### config.mk
export PLATFORM = sky130hd
export DESIGN_NAME = dlp_ram
export DESIGN_NICKNAME = d
export VERILOG_FILES = /design/src/design/drude_lorentz_permittivity_macros.svh /design/src/design/dlp_ram.sv
export SDC_FILE = /design/constraint.sdc
export NUM_CORES = 1
export LEC_CHECK = 0
export BUFFER_PORTS_ARGS = -buffer_cell sky130_fd_sc_hd__buf_2
export CAP_MARGIN = 30
export CORE_UTILIZATION = 55
export CTS_CLUSTER_DIAMETER = 80
export DETAILED_ROUTE_END_ITERATION = 10
export PLACE_DENSITY = 0.8
export SYNTH_ARGS = -nofsm -noshare
export SYNTH_HDL_FRONTEND = slang
export SYNTH_SLANG_ARGS = --single-unit
export TNS_END_PERCENT = 100
### constraint.sdc
create_clock -name clk -period 11.9 [get_ports clk]
set_clock_uncertainty 0.1 [all_clocks]
set_input_delay 2.38 -clock clk [delete_from_list [all_inputs] [get_ports clk]]
set_output_delay 2.38 -clock clk [all_outputs]
set_load 0.01 [all_outputs]
### src/design/drude_lorentz_permittivity_macros.svh
// Assertion macros shared by the Drude-Lorentz permittivity block.
// Included by the top level; holds nothing but macro definitions.
`ifndef DRUDE_LORENTZ_PERMITTIVITY_MACROS_SVH
`define DRUDE_LORENTZ_PERMITTIVITY_MACROS_SVH

// Implication checked on every clock edge outside reset.
`define DLP_ASSERT_IMPLY(label, clk, rst, ante, cons, msg) \
  label: assert property (@(posedge clk) disable iff (rst) (ante) |-> (cons)) \
    else $error(msg);

// Implication whose consequent is checked in the cycle after the antecedent.
`define DLP_ASSERT_NEXT(label, clk, rst, ante, cons, msg) \
  label: assert property (@(posedge clk) disable iff (rst) (ante) |=> (cons)) \
    else $error(msg);

`endif

### src/design/dlp_ram.sv
// Generic single-port-write, single-read RAM with a registered read.
// No dependencies.
`timescale 1ns / 1ps
`default_nettype none
module dlp_ram #(
  parameter int WIDTH = 32,
  parameter int DEPTH = 16
) (
  input  wire logic                                         clk,
  input  wire logic                                         we,
  input  wire logic [((DEPTH > 1) ? $clog2(DEPTH) : 1)-1:0] waddr,
  input  wire logic [WIDTH-1:0]                             wdata,
  input  wire logic [((DEPTH > 1) ? $clog2(DEPTH) : 1)-1:0] raddr,
  output logic      [WIDTH-1:0]                             rdata
);
  logic [WIDTH-1:0] mem [DEPTH];
  always_ff @(posedge clk) begin
    if (we) mem[waddr] <= wdata;
    rdata <= mem[raddr];
  end
endmodule
`default_nettype wire

==> key figures <==
Floorplan
  – Full die area: 36,900 um2
  – Starting Density: 0.558
  – Die Wd: 192 um
  – Core footprint: 35,600 um2
  – I/O pin total: 74
  – Die Y: 192 um
  – Site Rows: 69

Synthesis
  – Sequential share of the synthesized area: 0.807
  – Netlist Area Pre-Place: 19,900 um2
  – Netlist cell types: 18
  – Synth cell count leaders: edfxtp_1, mux4_2, a22oi_1
  – Yosys top cell by area: edfxtp_1
  – Synth async-reset ratio: 0
  – Yosys warning count: 0
  – Avg Cell Area, Syn: 23.7 um2
  – Synth top area share: 0.774
  – Most frequent cell after synthesis: edfxtp_1
  – Ranking of synthesized cells by area: edfxtp_1, mux4_2, dfxtp_1
  – Syn Nets: 880
  – Post-synth EDFFs: 512
  – Post-synth top flop: edfxtp_1
  – Syn Inst Count: 838
  – Synth Register Bits: 544

CTS
  – Post_cts resized: 0
  – Clock root cell: clkbuf_16
  – CTS Sinks: 544
  – Post-CTS Hold Fix Bufs: 0
  – H-tree depth: 2
  – Clk_lat worst skew: 570 ps
  – Clk slew on worst S/H paths: 60 ps
  – Worst-case clock buffer depth: 3
  – Post-CTS Setup Bufs: 0
  – Num CTS Buffers: 51
  – CTS tree: yes

Run
  – Max cap viols: 0

Route
  – Vias per inst: 6.31
  – DRT Pass-1 Iters: 5
  – Initial DRC Count: 979
  – DR DRC count: 0
  – WL per Instance: 27.7 um
  – Post-Route WL: 40.2 mm
  – Via count: 9,132
  – ANT nets after route: 0

Timing
  – Min Tclk post-route: 4550 ps
  – Rel. slew slack: 0.322
  – Final Hold Viols: 0
  – Max Transition Viols Final: 0
  – RSZ-0062 raised after global routing: no
  – Worst-margin pin slew: 1020 ps
  – Maximum clock frequency: 220 MHz
  – Final setup fails: 0
  – Fin crit share: 0.382
  – Post-route setup TNS: 0 ps

Placement
  – Final GP Congestion: 0.729
  – Post-DP HPWL: 19.8 mm
  – I/O Buffers: 73
  – Area post-placement: 20,900 um2
  – Placed cell count: 1,352

Layout
  – Final Cell Area: 22,700 um2
  – Area grow syn2layout: 14.1%
  – Share of cells above drive strength 1: 0.323
  – Final cell count without fillers: 1,448
  – Fin nets: 986
  – Core Util, Final: 0.637

Global routing
  – GRT Overall Usage: 0.228
  – Vias in the first global route: 9,323
  – Overflow after GRT: 0
  – First-pass GRT wire length: 59.3 mm
  – Antenna violations before repair: 5
  – Largest net degree at the start of global routing: 70

Setup path
  – CP Capture Type: flop
  – Setup CP Type: in -> reg
  – R2r endpoint: rdata[28]
  – Critical path arrival: 4890 ps
  – R2R Path Start: mem[3][28]
  – Crit-path max FO: 68
  – Data required, critical path: 12,240 ps
  – Critical path launch point type: input pin
  – Worst reg-to-reg path cell count: 3
  – R2R setup slack: 10,450 ps

Outcome
  – Outcome: finished, final reports clean

Min path
  – Hold EP: rdata[22]
  – WHS Path Cells: 3
  – Worst hold start: mem[12][22]
  – Hold Path Class: reg -> reg

Power and ir drop
  – Leak pwr: 7.30 nW
  – Design Power: 4.00 mW
  – Clock share of power: 0.415
  – Peak supply drop: 0.000138 V
  – Cell Int Power: 3.22 mW
  – Net switching power: 0.784 mW
  – Switching Share: 0.196
  – Seq pwr share: 0.539
  – Logic gate share of total power: 0.046
  – Power Density: 177 nW/um2
-- sequential cells by signal, indices dropped and copies added (netlist names) --
name	cells
rdata	32
mem	512
-- worst max path at each step --
| stage | from | endpoint | slack (ps) |
|---|---|---|---|
| 2_1_floorplan | waddr[2] | mem[0][0] | 6240 |
| 3_3_place_gp | raddr[0] | rdata[19] | 6630 |
| 3_5_place_dp | raddr[0] | rdata[22] | 6730 |
| 4_1_cts | raddr[0] | rdata[23] | 7290 |
| 5_1_grt | raddr[0] | rdata[24] | 7100 |
| 6_report | raddr[0] | rdata[23] | 7350 |
-- cell usage in the layout (no fill, tap or decap), types with 3 or more instances in the layout --
cell	instances
edfxtp_1	512
mux4_2	128
buf_2	71
a22oi_1	64
clkbuf_16	51
nand2_1	33
dfxtp_1	32
buf_4	22
clkbuf_1	14
nor2_4	13
bufinv_16	8
clkbuf_8	7
clkinv_1	6
clkinv_2	6
nor3_2	4
diode_2	3
-- power by group through the flow --
stage | sequential, mW | clock, mW | combinational [mW]
3_5_place_dp | 2.20 | 0 | 0.185
2_1_floorplan | 2.20 | 0 | 0.103
3_3_place_gp | 2.19 | 0 | 0.178
4_1_cts | 2.16 | 1.68 | 0.187
5_1_grt | 2.16 | 1.76 | 0.199
6_report | 2.16 | 1.66 | 0.185
-- worst max-delay path: stages --
cell	delay (ps)
clkbuf_8	250
buf_16	440
buf_4	790
mux4_2	590
a22oi_1	240
nand2_1	90
-- cell type report --
cell class                 count  area (um2)
sequential                   544       16000
tap                          461         577
timing repair buffer          96         589
clock buffer                  71        1410
clock inverter                22         309
multi-input combinational    251        3750
fill                        2263       12900
antenna                        3        7.51
-- cell families after synthesis --
logic type | Yosys count | synth area share
simple gates | 59 | 0.0127
compound gates | 64 | 0.0242
buf+inv | 43 | 0.0112
flops | 544 | 0.807
mux | 128 | 0.145
-- stage by stage --
step                worst slack (ps)  hold WS, ps
floorplan                       6240          535
global placement                6630          542
detailed placement              6730          552
CTS                             7290          573
global route                    7100          601
finish                          7350          571
-- per-layer routing --
layer | vias to the layer above | routed length (um) | GRT usage
li1 | 3784 | - | -
met1 | 4791 | 15300 | 0.314
met2 | 470 | 20200 | 0.372
met3 | 83 | 3530 | 0.0415
met4 | 4 | 1080 | 0.0766
met5 | - | 26 | 0
(Power assumes the default switching activity.)
