--- src/design/drude_lorentz_permittivity_macros.svh ---
// Assertion macros shared by the Drude-Lorentz permittivity block.
// Included by the top level; holds nothing but macro definitions.
`ifndef DRUDE_LORENTZ_PERMITTIVITY_MACROS_SVH
`define DRUDE_LORENTZ_PERMITTIVITY_MACROS_SVH

// Implication checked on every clock edge outside reset.
`define DLP_ASSERT_IMPLY(label, clk, rst, ante, cons, msg) \
  label: assert property (@(posedge clk) disable iff (rst) (ante) |-> (cons)) \
    else $error(msg);

// Implication whose consequent is checked in the cycle after the antecedent.
`define DLP_ASSERT_NEXT(label, clk, rst, ante, cons, msg) \
  label: assert property (@(posedge clk) disable iff (rst) (ante) |=> (cons)) \
    else $error(msg);

`endif

--- src/design/dlp_pkg.sv ---
// Package for the Drude-Lorentz permittivity block: sizes, register indexes,
// sequencer states and the Q16.16 saturation helper. No dependencies.
`timescale 1ns / 1ps
`default_nettype none
package dlp_pkg;
  localparam int DLP_MAX_OSC = 16;
  localparam logic [1:0] REG_EPS_INF = 2'd0;
  localparam logic [1:0] REG_PLASMA = 2'd1;
  localparam logic [1:0] REG_DAMPING = 2'd2;
  localparam logic [1:0] REG_OSC_COUNT = 2'd3;
  localparam logic OP_WRITE = 1'b0;
  localparam logic OP_EVAL = 1'b1;

  typedef enum logic [4:0] {
    ST_IDLE, ST_E2, ST_G2, ST_DDEN, ST_P2, ST_IDEN, ST_DCHK, ST_DRE, ST_NUM1, ST_NUM2,
    ST_DIM, ST_RD, ST_RDW, ST_K2, ST_D, ST_DD, ST_GG, ST_GGE, ST_DEN, ST_FK2,
    ST_NRE, ST_ORE, ST_NI1, ST_NI2, ST_OIM, ST_DIVW, ST_DONE
  } state_t;

  typedef struct packed {
    logic start;
    logic signed [31:0] num;
    logic signed [31:0] den;
  } div_req_t;

  function automatic logic signed [31:0] sat32(input logic signed [65:0] v);
    if (v > 66'sd2147483647) return 32'sh7fffffff;
    else if (v < -66'sd2147483648) return 32'sh80000000;
    else return v[31:0];
  endfunction
endpackage
`default_nettype wire

--- src/design/dlp_div.sv ---
// Iterative signed Q16.16 divider: (num*65536)/den, truncated, saturated.
// One quotient bit per cycle, 48 quotient bits in all. Depends on dlp_pkg.
`timescale 1ns / 1ps
`default_nettype none
module dlp_div
  import dlp_pkg::*;
(
  input  wire logic         clk,
  input  wire logic         rst,
  input  wire div_req_t     req,
  output logic              busy,
  output logic              done,
  output logic signed [31:0] quot
);
  logic [5:0]  cnt;
  logic [47:0] dvd;
  logic [47:0] q;
  logic [32:0] rem;
  logic [31:0] dvs;
  logic        neg;
  logic [33:0] trial;
  logic [48:0] qs;

  assign trial = {rem, dvd[47]} - {2'b0, dvs};

  always_ff @(posedge clk) begin
    if (rst) begin
      busy <= 1'b0;
      done <= 1'b0;
    end else begin
      done <= 1'b0;
      if (req.start) begin
        busy <= 1'b1;
        cnt  <= 6'd48;
        dvd  <= {(req.num[31] ? 32'(-req.num) : 32'(req.num)), 16'b0};
        dvs  <= req.den[31] ? 32'(-req.den) : 32'(req.den);
        neg  <= req.num[31] ^ req.den[31];
        rem  <= '0;
        q    <= '0;
      end else if (busy) begin
        if (!trial[33]) begin
          rem <= trial[32:0];
          q   <= {q[46:0], 1'b1};
        end else begin
          rem <= {rem[31:0], dvd[47]};
          q   <= {q[46:0], 1'b0};
        end
        dvd <= {dvd[46:0], 1'b0};
        cnt <= cnt - 6'd1;
        if (cnt == 6'd1) begin
          busy <= 1'b0;
          done <= 1'b1;
        end
      end
    end
  end

  always_comb begin
    qs = neg ? -{1'b0, q} : {1'b0, q};
    quot = sat32(66'(signed'(qs)));
  end
endmodule
`default_nettype wire

--- config.mk ---
export PLATFORM = sky130hd
export DESIGN_NAME = dlp_div
export DESIGN_NICKNAME = d
export VERILOG_FILES = /design/src/design/drude_lorentz_permittivity_macros.svh /design/src/design/dlp_pkg.sv /design/src/design/dlp_div.sv
export SDC_FILE = /design/constraint.sdc
export NUM_CORES = 1
export LEC_CHECK = 0
export ABC_CLOCK_PERIOD_IN_PS = 19800
export BUFFER_PORTS_ARGS = -buffer_cell sky130_fd_sc_hd__clkbuf_2
export CORE_UTILIZATION = 60
export DETAILED_ROUTE_END_ITERATION = 8
export PLACE_DENSITY = 0.91
export SYNTH_ARGS = -nofsm -noshare
export SYNTH_HDL_FRONTEND = slang
export SYNTH_SLANG_ARGS = --single-unit
--- constraint.sdc ---
create_clock -name clk -period 19.8 [get_ports clk]
set_input_delay 1.98 -clock clk [delete_from_list [all_inputs] [get_ports clk]]
set_output_delay 1.98 -clock clk [all_outputs]
set_load 0.01 [all_outputs]
==> results.sh, run 1 <==
export IMPL_min_period_ns=6.61
export IMPL_path_max_fanout=31
export IMPL_ys_async_sr_fraction_pct=0
export IMPL_drc=0
export IMPL_fmax_ghz=0.151
export IMPL_crit_buf_inv=2
export IMPL_dpl_hpwl_mm=15.6
export IMPL_worst_slew_pin_slew_ns=1.17
export IMPL_drt_met1_wl_mm=9.73
export IMPL_startpoint_type="flop"
export IMPL_cts_resized=0
export IMPL_cts_buffers=17
export IMPL_ir_drop_mv=0.0723
export IMPL_area_growth_syn_to_layout_pct=12.2
export IMPL_synthCells=1067
export IMPL_postRouteWirelength_mm=23.2
export IMPL_syn_area_um2=10400
export IMPL_vias=8468
export IMPL_io_buffer_count=100
export IMPL_dr_wl_met2_mm=11.8
export IMPL_postPlaceCellArea_um2=11100
export IMPL_syn_area_per_cell_um2=9.78
export IMPL_clockRootBuffer="clkbuf_16"
export IMPL_grt_max_degree=98
export IMPL_slowest_delay_ns=0.57
export IMPL_post_cts_buffers=0
export IMPL_nFillCells=1188
export IMPL_path_cells="inv_1 -> ha_1 -> or3b_2 -> nor3_1 -> nand4_1 -> o21ai_0 -> xor2_1 -> o2111ai_1 -> or4_4 -> o21ai_4 -> o21ai_1 -> clkbuf_2"
export IMPL_vias_per_cell=6.14
export IMPL_core_um2=16800
export IMPL_ys_seq_elements=154
export IMPL_drt_first_iter_violations=593
export IMPL_cts_clk_slew_worst_paths_ns=0.06
export IMPL_place_inst=1348
export IMPL_leakage_nw=4.60
export IMPL_critical_path_top_delay_family="simple AND/OR/NAND/NOR gates"
export IMPL_wl_met3_mm=1.21
export IMPL_power_density_nw_per_um2=86.8
export IMPL_finalSetupTns_ns=0
export IMPL_clk_path_buf_depth=2
export IMPL_drv_cap=0
export IMPL_cts_tree="yes"
export IMPL_clock_latency_ns=0.43
export IMPL_grt_pass1_vias=8032
export IMPL_yosys_top_cells_area="edfxtp_1, xor2_1, xnor2_1"
export IMPL_dr_pass1_iters=5
export IMPL_design_area_um2=11700
export IMPL_overflow=0
export IMPL_yosysUniqueCellTypes=63
export IMPL_critPathKind="reg -> out"
export IMPL_io_pins=101
export IMPL_synth_edff_count=152
export IMPL_antenna_found_initial=0
export IMPL_hold_viol=0
export IMPL_synth_seq_area_share_pct=44.1
export IMPL_htree_levels=4
export IMPL_synth_main_ff_cell="edfxtp_1"
export IMPL_rsz0062_at_grt="false"
export IMPL_final_cells=1380
export IMPL_status="completed"
export IMPL_rows=47
export IMPL_worstPathArrival_ns=4.63
export IMPL_top_layer_used="met4"
export IMPL_synth_fp_nets=1172
export IMPL_required_ns=17.82
export IMPL_slowest_stage="or4_4"
export IMPL_clock_sinks=154
export IMPL_n_antenna_cell=0
export IMPL_synth_top_cell_area_share_pct=43.7
export IMPL_design_die_area_um2=17900
export IMPL_fin_nets=1252
export IMPL_finalCritPeriodShare_pct=33.4
export IMPL_slew_viol_final=0
export IMPL_grt_pass1_wl_mm=37.6
export IMPL_worst_slew_margin_rel_pct=22.3
export IMPL_finalClockSkew_ns=0.00797
export IMPL_place_congestion=0.910
export IMPL_track_usage_pct=26.2
export IMPL_worstHoldPathType="reg -> reg"
export IMPL_start_util_pct=62.3
export IMPL_die_w_um=134
export IMPL_route_detailed_wl_per_inst_um=16.8
export IMPL_finalSetupViolCount=0
export IMPL_synth_warning_count=0
export IMPL_hold_slack_ns=0.522
export IMPL_endpoint_kind="primary output"
export IMPL_holdBufCountCts=0
export IMPL_die_h_um=134
export IMPL_drive_gt1_share_pct=14.0
export IMPL_drtAntennaViolNets=0
export IMPL_synth_top_area_cell="edfxtp_1"
worst register-to-register path, cell delays in order (launching register included):
cell and delay (ns):
edfxtp_1 0.44, inv_1 0.09, ha_1 0.21, nor2b_1 0.14
o31a_1 0.29, o311a_1 0.41, a31oi_1 0.48, a2111oi_0 0.22
buf_4 0.19, o211a_1 0.26, nor3_4 0.83, buf_4 0.45
mux2_2 0.37, nor2_1 0.10
sequential cells by signal, summed over array words and instances, names as in the netlist:
| name | count |
|---|---|
| done | 1 |
| neg | 1 |
| cnt | 6 |
| dvs | 32 |
| dvd | 32 |
| busy | 1 |
| rem | 33 |
| q | 48 |
metal layers:
layer	track usage (%)	up-vias
met5	0	-
met4	11.0	0
met3	4.27	45
met2	45.4	317
met1	32.5	4014
li1	-	4092
stage by stage:
| step | utilization (%) | setup WS (ns) | power [W] |
|---|---|---|---|
| after floorplan | - | 11.92 | 0.000603 |
| after global placement | 66.1 | 13.99 | 0.000652 |
| after detailed placement | 66.1 | 13.73 | 0.000663 |
| after CTS | 69.9 | 13.22 | 0.00102 |
| after global routing | 69.9 | 12.95 | 0.00106 |
| final | 69.9 | 13.19 | 0.00102 |
final timing paths:
| kind | startpoint | end | slack (ns) | cells past startpoint |
|---|---|---|---|---|
| worst max-delay path | q[0] | quot[17] | 13.19 | 12 |
| worst min register to register | busy | done | 0.52 | 1 |
| worst max register to register | dvs[1] | rem[0] | 15.17 | 13 |
| worst min-delay path | busy | done | 0.52 | 1 |
synth_stat cells, types with 3 or more instances:
cell and n:
o31a_1 3, a211o_1 3, a2111oi_0 5, inv_1 53, xnor2_1 55, or3_1 12
xor2_1 73, nor2_1 109, o41ai_1 17, edfxtp_1 152, nor2b_1 57, nor3_1 24
nand2_1 52, and3_1 6, nand4_1 12, ha_1 37, a21oi_1 69, buf_6 3
o21ai_0 47, a21o_1 16, or4_1 12, mux2i_1 26, nand3_1 20, a31o_2 4
nand2b_1 12, mux2_2 6, buf_2 4, o21a_1 7, a211oi_1 5, o21ai_1 26
or2_2 9, clkbuf_1 34, nor4_1 9, o31ai_1 38, buf_1 4, o21bai_1 5
cell type report:
class | count | area [um2] | share of cell area [%]
Clock buffer | 19 | 433 | 3.70
Clock inverter | 13 | 200 | 1.71
Inverter | 53 | 199 | 1.70
Multi-Input combinational cell | 815 | 5450 | 46.6
Sequential cell | 154 | 4600 | 39.3
Tap cell | 220 | 275 | 2.35
Timing Repair Buffer | 106 | 548 | 4.68
cell families (layout without fill, tap and decap cells):
| family | count (synthesis) | count (layout) | share of synthesized area (%) |
|---|---|---|---|
| AND/OR/NAND/NOR | 350 | 350 | 17.1 |
| AO/OA/AOI/OAI | 267 | 267 | 16.4 |
| flip-flops | 154 | 154 | 44.1 |
| XOR/XNOR | 128 | 128 | 10.7 |
| buffers and inverters | 98 | 191 | 3.79 |
| adder cells (fa/ha/maj) | 38 | 38 | 4.63 |
| multiplexers | 32 | 32 | 3.14 |
power by group:
| part | leakage (nW) | internal (W) | total (W) | switching (W) |
|---|---|---|---|---|
| Clock | 0.300 | 0.000223 | 0.000352 | 0.000130 |
| Combinational | 2.82 | 0.000104 | 0.000252 | 0.000148 |
| Sequential | 1.48 | 0.000394 | 0.000412 | 0.0000174 |
| Total | 4.60 | 0.000721 | 0.00102 | 0.000295 |
placed cells by master (no fill, tap or decap), types with 9 or more instances in the layout:
cell and instances:
xnor2_1 55, nand3_1 20, clkbuf_2 99, a21oi_1 69
nand2_1 52, a21o_1 16, nor3_1 24, clkbuf_16 17
o21ai_0 47, o41ai_1 17, ha_1 37, edfxtp_1 152
nand2b_1 12, o31ai_1 38, mux2i_1 26, or3_1 12
nor2b_1 57, o21ai_1 26, nand4_1 12, or2_2 9
nor4_1 9, xor2_1 73, nor2_1 107, or4_1 12
inv_1 53
Note: power is estimated with default switching activity, not from simulation.
==> run 2, diff against run 1 <==
--- a/config.mk
+++ b/config.mk
@@ -5,11 +5,12 @@
 export SDC_FILE = /design/constraint.sdc
 export NUM_CORES = 1
 export LEC_CHECK = 0
-export ABC_CLOCK_PERIOD_IN_PS = 19800
+export ABC_AREA = 1
+export ABC_CLOCK_PERIOD_IN_PS = 6000
 export BUFFER_PORTS_ARGS = -buffer_cell sky130_fd_sc_hd__clkbuf_2
-export CORE_UTILIZATION = 60
+export CORE_UTILIZATION = 55
 export DETAILED_ROUTE_END_ITERATION = 8
-export PLACE_DENSITY = 0.91
+export PLACE_DENSITY = 0.87
 export SYNTH_ARGS = -nofsm -noshare
 export SYNTH_HDL_FRONTEND = slang
 export SYNTH_SLANG_ARGS = --single-unit
==> constraint.sdc (replaced) <==
create_clock -name clk -period 6 [get_ports clk]
set_input_delay 0.6 -clock clk [delete_from_list [all_inputs] [get_ports clk]]
set_output_delay 0.6 -clock clk [all_outputs]
set_load 0.01 [all_outputs]
==> results.sh, run 2 <==
export IMPL_ys_seq_elements=154
export IMPL_post_place_ws_ns=2.62
export IMPL_synth_top_area_cell="edfxtp_1"
export IMPL_fin_nets=1768
export IMPL_syn_area_per_cell_um2=7.36
export IMPL_endpoint_kind="primary output"
export IMPL_path_cells="buf_4 -> nand2_2 -> nand2_1 -> nand2_1 -> nand2_1 -> nand2_1 -> nor2_1 -> nand2_1 -> nor2_1 -> nand2_1 -> nand2_2 -> nand2_1 -> nand2_1 -> clkbuf_2"
export IMPL_n_antenna_cell=0
export IMPL_power_density_nw_per_um2=254
export IMPL_worstPathArrival_ns=3.25
export IMPL_dpl_hpwl_mm=21.4
export IMPL_layout_commonest_cell="nand2_1"
export IMPL_grt_pass1_wl_mm=47.7
export IMPL_post_cts_buffers=0
export IMPL_synth_top_cells_by_count="nand2_1, nor2_1, inv_1, edfxtp_1, xor2_1"
export IMPL_area_growth_syn_to_layout_pct=10.9
export IMPL_postPlaceCellArea_um2=12300
export IMPL_rows=52
export IMPL_worst_slew_pin_slew_ns=0.918
export IMPL_clockRootBuffer="clkbuf_16"
export IMPL_use_met3_pct=3.23
export IMPL_route_detailed_wl_per_inst_um=14.8
export IMPL_core_um2=20500
export IMPL_drv_cap=0
export IMPL_critical_path_top_delay_family="simple AND/OR/NAND/NOR gates"
export IMPL_hold_viol=0
export IMPL_use_met2_pct=44.6
export IMPL_drive_gt1_share_pct=10.5
export IMPL_mostFrequentLayoutCells="nand2_1, nor2_1, inv_1"
export IMPL_htree_levels=4
export IMPL_cts_buffers=17
export IMPL_cpMostUsedCell="nand2_1"
export IMPL_finalClockSkew_ns=0.0125
export IMPL_leakage_nw=5.95
export IMPL_largest_reg_flops=48
export IMPL_dr_pass1_iters=6
export IMPL_clk_path_buf_depth=2
export IMPL_io_pins=101
export IMPL_design_die_area_um2=21700
export IMPL_required_ns=5.40
export IMPL_synth_warning_count=0
export IMPL_crit_buf_inv=2
export IMPL_drt_first_iter_violations=960
export IMPL_regMostFlops="q"
export IMPL_vias_per_cell=5.52
export IMPL_use_met1_pct=37.5
export IMPL_start_util_pct=56.7
export IMPL_final_core_util_pct=62.9
export IMPL_busiest_layer="met2"
export IMPL_synth_most_common_cell="nand2_1"
export IMPL_die_w_um=147
export IMPL_synth_fp_nets=1683
export IMPL_worst_slack_ns=2.15
export IMPL_place_congestion=1.01
export IMPL_cts_resized=0
export IMPL_ys_async_sr_fraction_pct=0
export IMPL_slew_viol_final=0
export IMPL_clock_latency_ns=0.43
export IMPL_startpoint_type="flop"
export IMPL_path_max_fanout=31
export IMPL_hold_slack_ns=0.406
export IMPL_critPathKind="reg -> out"
export IMPL_synth_main_ff_cell="edfxtp_1"
export IMPL_status="completed"
export IMPL_synth_seq_area_share_pct=39.6
export IMPL_drc=0
export IMPL_holdBufCountCts=0
export IMPL_postRouteWirelength_mm=28.8
export IMPL_synth_edff_count=152
export IMPL_io_buffer_count=100
export IMPL_top_regs="q (48), rem (33)"
export IMPL_finalSetupTns_ns=0
export IMPL_clock_sinks=154
export IMPL_cts_tree="yes"
export IMPL_rsz0062_at_grt="false"
export IMPL_slowest_stage="edfxtp_1"
export IMPL_yosys_top_cells_area="edfxtp_1, nand2_1, nor2_1"
export IMPL_worstHoldPathType="in -> reg"
export IMPL_die_h_um=147
export IMPL_synth_top_cell_area_share_pct=39.3
export IMPL_drtAntennaViolNets=0
export IMPL_antenna_found_initial=0
export IMPL_grt_pass1_vias=10102
export IMPL_vias=10739
export IMPL_yosysUniqueCellTypes=43
export IMPL_ir_drop_mv=0.200
export IMPL_cts_clk_slew_worst_paths_ns=0.06
export IMPL_slowest_delay_ns=0.95
export IMPL_fmax_ghz=0.260
export IMPL_finalCritPeriodShare_pct=64.1
export IMPL_design_area_um2=12900
export IMPL_worst_slew_margin_rel_pct=38.8
export IMPL_finalSetupViolCount=0
export IMPL_overflow=0
export IMPL_synthCells=1578
export IMPL_min_period_ns=3.85
export IMPL_track_usage_pct=27.2
export IMPL_syn_area_um2=11600
export IMPL_grt_max_degree=82
-- run 2: cell types whose count changed in the layout (fill, tap and decap cells not counted), sizes merged, moves of 14 or more --
cell    delta
or4       -14
nand2    +364
nor2     +205
mux2i     -26
xnor2     -29
nor2b     -57
o41ai     -17
inv      +135
nand3     +48
nand3b    +28
nand4     +14
o31ai     -35
-- run 2: cell type report --
| cell class | count | area (um2) |
|---|---|---|
| repair buffers | 106 | 546 |
| inverters | 185 | 697 |
| well taps | 270 | 338 |
| clock buffers | 20 | 467 |
| fillers | 1721 | 7610 |
| flip-flops and latches | 154 | 4600 |
| multi-input cells | 1199 | 6110 |
| clock inverters | 12 | 131 |
-- run 2: stage by stage --
step | total power [W] | cells
floorplan | 0.00197 | 1578
global placement | 0.00217 | 1914
detailed placement | 0.00219 | 1914
CTS | 0.00327 | 1946
global route | 0.00343 | 1946
finish | 0.00327 | 1946
-- run 2: where the power goes --
group | internal, W | leakage [nW] | switching [W]
logic | 0.000286 | 4.18 | 0.000558
clock network | 0.000617 | 0.287 | 0.000469
registers | 0.00129 | 1.48 | 0.0000501
total | 0.00220 | 5.95 | 0.00108
-- run 2: path summary, 6_finish.rpt --
path	startpoint	endpoint	depth (start not counted)	slack, ns
worst min register to register	busy	done	2	0.52
worst max-delay path	neg	quot[18]	14	2.15
worst min-delay path	req[0]	dvs[0]	1	0.41
worst max register to register	dvs[12]	rem[18]	14	2.56
-- run 2: worst reg2reg max path, cell delays in order (launching register included) --
cell      delay (ns)
edfxtp_1        0.36
inv_1           0.13
ha_1            0.30
nand2_1         0.14
inv_1           0.05
a21oi_1         0.20
o21ai_1         0.12
a21oi_1         0.13
nand2_1         0.14
nand3_2         0.11
nand3_2         0.53
nand2_4         0.50
inv_4           0.19
nor2_1          0.20
nor2_1          0.09
-- run 2: routing by layer --
metal / part of all wire [%] / vias to the layer above
met4: 1.8 / 0
met1: 45 / 4945
met3: 6.7 / 48
li1: - / 5299
met5: 0 / -
met2: 47 / 447
-- run 2: cell families after synthesis --
group / Yosys count / share of synthesized area (%)
buffers and inverters: 225 / 7.93
flip-flops: 154 / 39.6
adder cells (fa/ha/maj): 38 / 4.16
XOR/XNOR: 108 / 8.14
AND/OR/NAND/NOR: 885 / 32.2
AO/OA/AOI/OAI: 168 / 7.96
